===== src/design/smr_pkg.sv =====
// Package of the spiral reorder block: widths, state codes and control structs.
`timescale 1ns / 1ps
`default_nettype none
package smr_pkg;

	localparam int SIDE_W       = 4;
	localparam int VALUE_W      = 32;
	localparam int MAX_SIDE_DEF = 8;

	typedef enum logic {
		ST_LOAD = 1'b0,
		ST_WALK = 1'b1
	} state_t;

	typedef enum logic [1:0] {
		DIR_LEFT  = 2'd0,
		DIR_UP    = 2'd1,
		DIR_RIGHT = 2'd2,
		DIR_DOWN  = 2'd3
	} dir_t;

	typedef struct packed {
		logic cfg_write;
		logic load_en;
		logic walk_start;
		logic walk_step;
	} cmd_t;

	typedef struct packed {
		logic load_last;
		logic walk_last;
		logic out_free;
	} status_t;

endpackage
`default_nettype wire


===== src/design/smr_ctrl.sv =====
// Controller of the spiral reorder block: load and walk sequencing.
`timescale 1ns / 1ps
`default_nettype none
module smr_ctrl (
	input  wire              clk,
	input  wire              arst_n,
	input  wire              in_valid,
	output logic             in_ready,
	input  wire              cfg_valid,
	output logic             cfg_ready,
	input  smr_pkg::status_t status,
	output smr_pkg::cmd_t    cmd
);

	smr_pkg::state_t state_q, state_next;

	always_ff @(posedge clk or negedge arst_n) begin
		if (!arst_n) begin
			state_q <= smr_pkg::ST_LOAD;
		end else begin
			state_q <= state_next;
		end
	end

	always_comb begin
		state_next = state_q;
		unique case (state_q)
			smr_pkg::ST_LOAD: begin
				if (in_valid && status.load_last) begin
					state_next = smr_pkg::ST_WALK;
				end
			end
			smr_pkg::ST_WALK: begin
				if (status.out_free && status.walk_last) begin
					state_next = smr_pkg::ST_LOAD;
				end
			end
			default: state_next = smr_pkg::ST_LOAD;
		endcase
	end

	always_comb begin
		in_ready       = 1'b0;
		cfg_ready      = 1'b1;
		cmd            = '0;
		cmd.cfg_write  = cfg_valid;
		unique case (state_q)
			smr_pkg::ST_LOAD: begin
				in_ready       = 1'b1;
				cmd.load_en    = in_valid;
				cmd.walk_start = in_valid && status.load_last;
			end
			smr_pkg::ST_WALK: begin
				cmd.walk_step = status.out_free;
			end
			default: begin
				in_ready = 1'b0;
			end
		endcase
	end

endmodule
`default_nettype wire


===== src/design/smr_datapath.sv =====
// Datapath of the spiral reorder block: element store, counters, walk and output register.
`timescale 1ns / 1ps
`default_nettype none
module smr_datapath #(
	parameter int MAX_SIDE = smr_pkg::MAX_SIDE_DEF
) (
	input  wire                                clk,
	input  wire                                arst_n,
	input  smr_pkg::cmd_t                      cmd,
	output smr_pkg::status_t                   status,
	input  wire [smr_pkg::SIDE_W-1:0]          side_length,
	input  wire signed [smr_pkg::VALUE_W-1:0]  element_value,
	output logic                               out_valid,
	input  wire                                out_ready,
	output logic signed [smr_pkg::VALUE_W-1:0] out_value,
	output logic                               last_of_walk
);

	localparam int DEPTH   = MAX_SIDE * MAX_SIDE;
	localparam int ADDR_W  = (DEPTH > 1) ? $clog2(DEPTH) : 1;
	localparam int CNT_W   = $clog2(DEPTH + 1);
	localparam int COORD_W = (MAX_SIDE > 1) ? $clog2(MAX_SIDE) : 1;

	logic signed [smr_pkg::VALUE_W-1:0] store_q [DEPTH];

	logic [smr_pkg::SIDE_W-1:0] side_q;
	logic [CNT_W-1:0]           total_q;
	logic [CNT_W-1:0]           load_cnt_q;
	logic [CNT_W-1:0]           emit_cnt_q;
	logic [COORD_W-1:0]         row_q, col_q, lo_row_q, hi_row_q, lo_col_q, hi_col_q;
	logic [ADDR_W-1:0]          idx_q;
	smr_pkg::dir_t              dir_q;
	logic                       out_valid_q;
	logic signed [smr_pkg::VALUE_W-1:0] out_value_q;
	logic                       out_last_q;

	logic [smr_pkg::SIDE_W-1:0] side_sat;
	logic [ADDR_W-1:0]          side_a;
	logic [COORD_W-1:0]         side_m1;

	// Saturate the written side into 1..MAX_SIDE.
	always_comb begin
		priority if (side_length == '0) begin
			side_sat = smr_pkg::SIDE_W'(1);
		end else if (side_length > smr_pkg::SIDE_W'(MAX_SIDE)) begin
			side_sat = smr_pkg::SIDE_W'(MAX_SIDE);
		end else begin
			side_sat = side_length;
		end
	end

	assign side_a  = ADDR_W'(side_q);
	assign side_m1 = COORD_W'(side_q - smr_pkg::SIDE_W'(1));

	assign status.load_last = (load_cnt_q == total_q - CNT_W'(1));
	assign status.walk_last = (emit_cnt_q == total_q - CNT_W'(1));
	assign status.out_free  = !out_valid_q || out_ready;

	always_ff @(posedge clk or negedge arst_n) begin
		if (!arst_n) begin
			side_q  <= smr_pkg::SIDE_W'(1);
			total_q <= CNT_W'(1);
		end else if (cmd.cfg_write) begin
			side_q  <= side_sat;
			total_q <= CNT_W'(side_sat) * CNT_W'(side_sat);
		end
	end

	always_ff @(posedge clk or negedge arst_n) begin
		if (!arst_n) begin
			load_cnt_q <= '0;
		end else if (cmd.cfg_write || cmd.walk_start) begin
			load_cnt_q <= '0;
		end else if (cmd.load_en) begin
			load_cnt_q <= load_cnt_q + CNT_W'(1);
		end
	end

	always_ff @(posedge clk) begin
		if (cmd.load_en) begin
			store_q[load_cnt_q[ADDR_W-1:0]] <= element_value;
		end
	end

	// Walk position: index tracks row * side + col by steps of one or one side.
	always_ff @(posedge clk or negedge arst_n) begin
		if (!arst_n) begin
			emit_cnt_q <= '0;
			dir_q      <= smr_pkg::DIR_LEFT;
		end else if (cmd.walk_start) begin
			emit_cnt_q <= '0;
			dir_q      <= smr_pkg::DIR_LEFT;
		end else if (cmd.walk_step) begin
			emit_cnt_q <= emit_cnt_q + CNT_W'(1);
			unique case (dir_q)
				smr_pkg::DIR_LEFT:  if (col_q <= lo_col_q) dir_q <= smr_pkg::DIR_UP;
				smr_pkg::DIR_UP:    if (row_q <= lo_row_q) dir_q <= smr_pkg::DIR_RIGHT;
				smr_pkg::DIR_RIGHT: if (col_q >= hi_col_q) dir_q <= smr_pkg::DIR_DOWN;
				smr_pkg::DIR_DOWN:  if (row_q >= hi_row_q) dir_q <= smr_pkg::DIR_LEFT;
				default:            dir_q <= smr_pkg::DIR_LEFT;
			endcase
		end
	end

	always_ff @(posedge clk) begin
		if (cmd.walk_start) begin
			row_q    <= side_m1;
			col_q    <= side_m1;
			lo_row_q <= '0;
			lo_col_q <= '0;
			hi_row_q <= side_m1;
			hi_col_q <= side_m1;
			idx_q    <= ADDR_W'(total_q - CNT_W'(1));
		end else if (cmd.walk_step) begin
			unique case (dir_q)
				smr_pkg::DIR_LEFT: begin
					if (col_q > lo_col_q) begin
						col_q <= col_q - COORD_W'(1);
						idx_q <= idx_q - ADDR_W'(1);
					end else begin
						row_q    <= row_q - COORD_W'(1);
						hi_row_q <= hi_row_q - COORD_W'(1);
						idx_q    <= idx_q - side_a;
					end
				end
				smr_pkg::DIR_UP: begin
					if (row_q > lo_row_q) begin
						row_q <= row_q - COORD_W'(1);
						idx_q <= idx_q - side_a;
					end else begin
						col_q    <= col_q + COORD_W'(1);
						lo_col_q <= lo_col_q + COORD_W'(1);
						idx_q    <= idx_q + ADDR_W'(1);
					end
				end
				smr_pkg::DIR_RIGHT: begin
					if (col_q < hi_col_q) begin
						col_q <= col_q + COORD_W'(1);
						idx_q <= idx_q + ADDR_W'(1);
					end else begin
						row_q    <= row_q + COORD_W'(1);
						lo_row_q <= lo_row_q + COORD_W'(1);
						idx_q    <= idx_q + side_a;
					end
				end
				default: begin
					if (row_q < hi_row_q) begin
						row_q <= row_q + COORD_W'(1);
						idx_q <= idx_q + side_a;
					end else begin
						col_q    <= col_q - COORD_W'(1);
						hi_col_q <= hi_col_q - COORD_W'(1);
						idx_q    <= idx_q - ADDR_W'(1);
					end
				end
			endcase
		end
	end

	// Output register doubles as the store's read data register.
	always_ff @(posedge clk or negedge arst_n) begin
		if (!arst_n) begin
			out_valid_q <= 1'b0;
		end else if (cmd.walk_step) begin
			out_valid_q <= 1'b1;
		end else if (out_ready) begin
			out_valid_q <= 1'b0;
		end
	end

	always_ff @(posedge clk) begin
		if (cmd.walk_step) begin
			out_value_q <= store_q[idx_q];
			out_last_q  <= status.walk_last;
		end
	end

	assign out_valid    = out_valid_q;
	assign out_value    = out_value_q;
	assign last_of_walk = out_last_q;

endmodule
`default_nettype wire


===== src/design/spiral_matrix_reorder.sv =====
// Top level of the spiral reorder block: controller plus datapath.
//
// Usage: a square matrix streams in on the input channel (in_valid/in_ready,
// element_value), one element per transfer in row-major order. The side is
// set through the configuration channel (cfg_valid/cfg_ready, side_length);
// 0 reads as 1 and values above MAX_SIDE saturate. A configuration transfer
// drops any partly loaded matrix. Write it only while the block is idle.
// After the last element of the matrix, the controller enters its walk
// state, then the output register loads the first result. The walk shows
// one element per cycle on out_value while the receiver is ready, from the
// single read port of the element store, starting bottom-right and
// spiraling left, up, right, down. last_of_walk marks the final element.
// in_ready is low while the walk runs.
// A stalled receiver holds the output register and freezes the walk.
// Reset returns the side to 1 and clears the load count; the store is not
// cleared, since every entry is written before the walk reads it.
`timescale 1ns / 1ps
`default_nettype none
module spiral_matrix_reorder #(
	parameter int MAX_SIDE = smr_pkg::MAX_SIDE_DEF
) (
	input  wire                                clk,
	input  wire                                arst_n,
	input  wire                                cfg_valid,
	output logic                               cfg_ready,
	input  wire [smr_pkg::SIDE_W-1:0]          side_length,
	input  wire                                in_valid,
	output logic                               in_ready,
	input  wire signed [smr_pkg::VALUE_W-1:0]  element_value,
	output logic                               out_valid,
	input  wire                                out_ready,
	output logic signed [smr_pkg::VALUE_W-1:0] out_value,
	output logic                               last_of_walk
);

	smr_pkg::cmd_t    cmd;
	smr_pkg::status_t status;

	// Sequence loading and walking; no payload passes through here.
	smr_ctrl u_ctrl (
		.clk       (clk),
		.arst_n    (arst_n),
		.in_valid  (in_valid),
		.in_ready  (in_ready),
		.cfg_valid (cfg_valid),
		.cfg_ready (cfg_ready),
		.status    (status),
		.cmd       (cmd)
	);

	// Hold the store, the side register, the walk position and the output register.
	smr_datapath #(
		.MAX_SIDE (MAX_SIDE)
	) u_datapath (
		.clk           (clk),
		.arst_n        (arst_n),
		.cmd           (cmd),
		.status        (status),
		.side_length   (side_length),
		.element_value (element_value),
		.out_valid     (out_valid),
		.out_ready     (out_ready),
		.out_value     (out_value),
		.last_of_walk  (last_of_walk)
	);

endmodule
`default_nettype wire


===== config.mk =====
export PLATFORM = sky130hd
export DESIGN_NAME = spiral_matrix_reorder
export DESIGN_NICKNAME = d
export VERILOG_FILES = /design/src/design/smr_pkg.sv /design/src/design/smr_ctrl.sv /design/src/design/smr_datapath.sv /design/src/design/spiral_matrix_reorder.sv
export SDC_FILE = /design/constraint.sdc
export NUM_CORES = 2
export LEC_CHECK = 0
export BUFFER_PORTS_ARGS = -buffer_cell sky130_fd_sc_hd__clkbuf_2
export CAP_MARGIN = 20
export CORE_MARGIN = 1.5
export CORE_UTILIZATION = 60
export CTS_BUF_LIST = sky130_fd_sc_hd__clkbuf_4 sky130_fd_sc_hd__clkbuf_8 sky130_fd_sc_hd__clkbuf_16
export DETAILED_ROUTE_END_ITERATION = 10
export PLACE_DENSITY = 0.8
export SYNTH_ARGS = -nofsm -noshare
export SYNTH_HDL_FRONTEND = slang
export SYNTH_SLANG_ARGS = --single-unit
export TNS_END_PERCENT = 1

===== constraint.sdc =====
create_clock -name clk -period 10.75 [get_ports clk]
set_input_delay 1.075 -clock clk [delete_from_list [all_inputs] [get_ports clk]]
set_output_delay 1.075 -clock clk [all_outputs]
set_load 0.005 [all_outputs]

==> flow_summary_export.csv <==
group,metric,value,unit
outcome,outcome,"complete, no violations",
synthesis,yosys.area_share.simple,1.892,%
detailed_routing,final_antenna_net_count,0,
detailed_routing,vias,42918,
detailed_routing,drtPass1Iterations,6,
pwr,power.share.clock,34.1,%
detailed_routing,drt-vias-per-instance,7.244,
layout,layout_common_cells,"2,099 x edfxtp_1, 550 x mux4_2, 199 x clkbuf_16",
clock_network,tritoncts,"built",
floorplanning,die_area,0.1407,mm²
worst_setup_path,crit_path_cell_trace,"buf_4, buf_4, buf_4, mux4_2, o221ai_1, a21oi_1, o21ai_0, nand2_1",
worst_setup_path,critPathTopFamily,"buffers and inverters",
floorplanning,coreArea,0.1375,mm²
synthesis,async_reset_ff_share,1.266,%
clock_network,h-tree-depth,4,
worst_setup_path,cp_num_buf_inv,3,
worst_setup_path,worstPathMaxFanout,59,
sta,worst_slew_pin_slew,1080,ps
placement,dp_slack,6268,ps
sta,fin_ws,6003,ps
pwr,peakVddDrop,0.1494,mV
synthesis,synthesis.area,0.08306,mm²
floorplanning,rows,136,
synthesis,synth_compound_area_share,2.407,%
detailed_routing,drc_errors,0,
synthesis,synthDistinctLibCells,67,
pwr,p_seq_share,46.1,%
worst_setup_path,path_common_cell,"buf_4",
clock_network,cts_buffers,197,
detailed_routing,routed_wl,220500,µm
synthesis,ys.flop_type,"edfxtp_1",
clock_network,clkTransAtPathRegs,60,ps
synthesis,synth_mux_area_share,16.32,%
layout,layout.cells.non_filler,5925,
sta,rsz0062_at_grt,"no",
floorplanning,io_pins,77,
worst_setup_path,cpPeakStageDelay,850,ps
synthesis,synth_top_family_by_area,"multiplexers",
pwr,total_power,20500,µW
worst_setup_path,slowest_stage,"a21oi_1",
floorplanning,dieHeight,375.1,µm
layout,area_growth,11.92,%
clock_network,cts_resized,0,
floorplanning,start_util,60.41,%
grt,track_usage,31.87,%
clock_network,post_cts_buffers,0,
pwr,p_switching,5634,µW
grt,grt_pass1_vias,43530,
synthesis,synth_seq_area_share,76.84,%
worst_hold_path,hp-class,"in2async",
worst_setup_path,r2r_end,"u_datapath.out_value[7]$_DFFE_PP_",
worst_setup_path,r2r-start,"u_datapath.idx_q[2]$_DFFE_PP_",
sta,skew,47.76,ps
worst_setup_path,cp.required,11440,ps
worst_setup_path,worstSetupStartpoint,"u_datapath.idx_q[2]$_DFFE_PP_",
worst_setup_path,worst-setup-path-type,"reg2reg",
pwr,swShare,27.48,%
clock_network,clock_sink_count,2132,
worst_setup_path,r2r_slack,6000,ps
layout,final_common_cell,"edfxtp_1",
grt,grt_pass1_wl,315300,µm
placement,port_buffers,75,
worst_setup_path,start_kind,"flip-flop",
clock_network,hold_buffers,0,
sta,max_freq,0.2107,GHz
clock_network,clockBufferDepth,3,
detailed_routing,drt_iter0_markers,6956,
grt,gr-total-overflow,0,
pwr,internal-power,14870,µW
grt,grt_max_degree,154,
placement,dp.cells,5568,
synthesis,yosysWarnings,0,
pwr,p_leak,0.02954,µW
layout,layout.nets,4062,
grt,antenna_found_initial,9,
synthesis,synth-adder-area-share,0.7080,%
sta,relSlewSlack,28.02,%
floorplanning,die_x,375.1,µm
sta,setup-violations-final,0,
synthesis,synthCells,3763,
sta,final_max_slew_viol_count,0,
clock_network,root_buffer,"clkbuf_16",
synthesis,synth_area_per_cell,22.07,µm²
clock_network,clock_latency,840,ps
placement,dp.final_hpwl,111100,µm
synthesis,synth_xor_area_share,0.5272,%
sta,report.final.hold_viol_count,0,
worst_setup_path,reg2regPathDepth,8,
sta,fin_crit_sh,44.15,%
detailed_routing,wl_per_cell,37.22,µm
synthesis,ys_ff_latch,2132,
placement,gp_congestion,0.8697,
worst_setup_path,worst_setup_path_end_kind,"flip-flop",
sta,period_minus_slack,4747,ps
sta,fin_setup_tns,0,ps
pwr,power_frac_comb,19.8,%
synthesis,synth_edf_count,2099,
pwr,power_density,220.6,mW/mm²
layout,layout-drive-gt1-share,28.43,%
run,drv_cap,0,
sta,whs,309.2,ps
worst_setup_path,arrival,5430,ps
[worst max-delay path by stage]
stage / to / cells after the start
floorplan: u_datapath.store_q[33][0]$_DFFE_PP_ / 4
global placement: u_datapath.out_value[7]$_DFFE_PP_ / 8
detailed placement: u_datapath.out_value[7]$_DFFE_PP_ / 8
CTS: u_datapath.out_value[7]$_DFFE_PP_ / 8
global route: u_datapath.out_value[7]$_DFFE_PP_ / 8
finish: u_datapath.out_value[7]$_DFFE_PP_ / 8
[flip-flops by register name (all words and copies together), names as in the netlist]
register / cells
u_datapath.lo_col_q: 3
u_datapath.out_valid: 1
u_datapath.store_q: 2048
u_datapath.last_of_walk: 1
u_datapath.hi_col_q: 3
u_datapath.lo_row_q: 3
u_datapath.load_cnt_q: 7
u_datapath.side_q: 3
u_datapath.col_q: 3
u_datapath.hi_row_q: 3
u_datapath.emit_cnt_q: 7
u_datapath.idx_q: 6
u_datapath.total_q: 6
u_datapath.dir_q: 2
u_datapath.out_value: 32
u_datapath.row_q: 3
u_ctrl.state_q: 1
[power groups by stage]
stage | Combinational, µW | Clock, µW | Sequential [µW]
final | 4060 | 6990 | 9450
after global routing | 4220 | 7320 | 9450
after floorplan | 2650 | 0 | 9550
after global placement | 3830 | 0 | 9610
after CTS | 4030 | 7030 | 9450
after detailed placement | 3900 | 0 | 9620
[cells in the mapped netlist (26+ instances only)]
cell	instances	share of area, %
edfxtp_1	2099	76
mux4_2	550	15
nor2_1	144	0.65
mux2i_1	111	1.3
clkbuf_1	96	0.43
nand2_1	73	0.33
buf_2	67	0.40
a21oi_1	56	0.34
o21ai_0	51	0.31
o22ai_1	41	0.31
ha_1	39	0.59
o221ai_1	39	0.41
inv_1	36	0.16
xnor2_1	34	0.36
a211oi_1	31	0.28
dfrtp_1	26	0.78
[layer usage]
| metal | global-route usage, % | wire, µm |
|---|---|---|
| met4 | 16.12 | 12270 |
| met1 | 42.34 | 75240 |
| met3 | 7.099 | 26170 |
| met2 | 50.48 | 106700 |
| met5 | 0 | 78 |
[area by class of cell]
type,instances,area (µm²)
sequential,2132,63830
fill,7835,44530
multi-input combinational,1394,18680
clock buffer,241,5301
tap,1794,2245
timing repair buffer,214,1697
clock inverter,111,1064
inverter,38,150.1
antenna,1,2.502
[metrics by stage]
stage	utilization [%]	area [µm²]
floorplan	-	83060
global placement	62.77	86300
detailed placement	62.92	86520
CTS	67.55	92880
global route	67.61	92960
finish	67.61	92960
[cells by family after synthesis]
| group | count (synthesis) |
|---|---|
| flip-flops | 2132 |
| XOR/XNOR | 50 |
| multiplexers | 666 |
| adder cells (fa/ha/maj) | 44 |
| AND/OR/NAND/NOR | 335 |
| AO/OA/AOI/OAI | 296 |
| other | 2 |
| buffers and inverters | 238 |
Power figures use the tool's default switching activity.
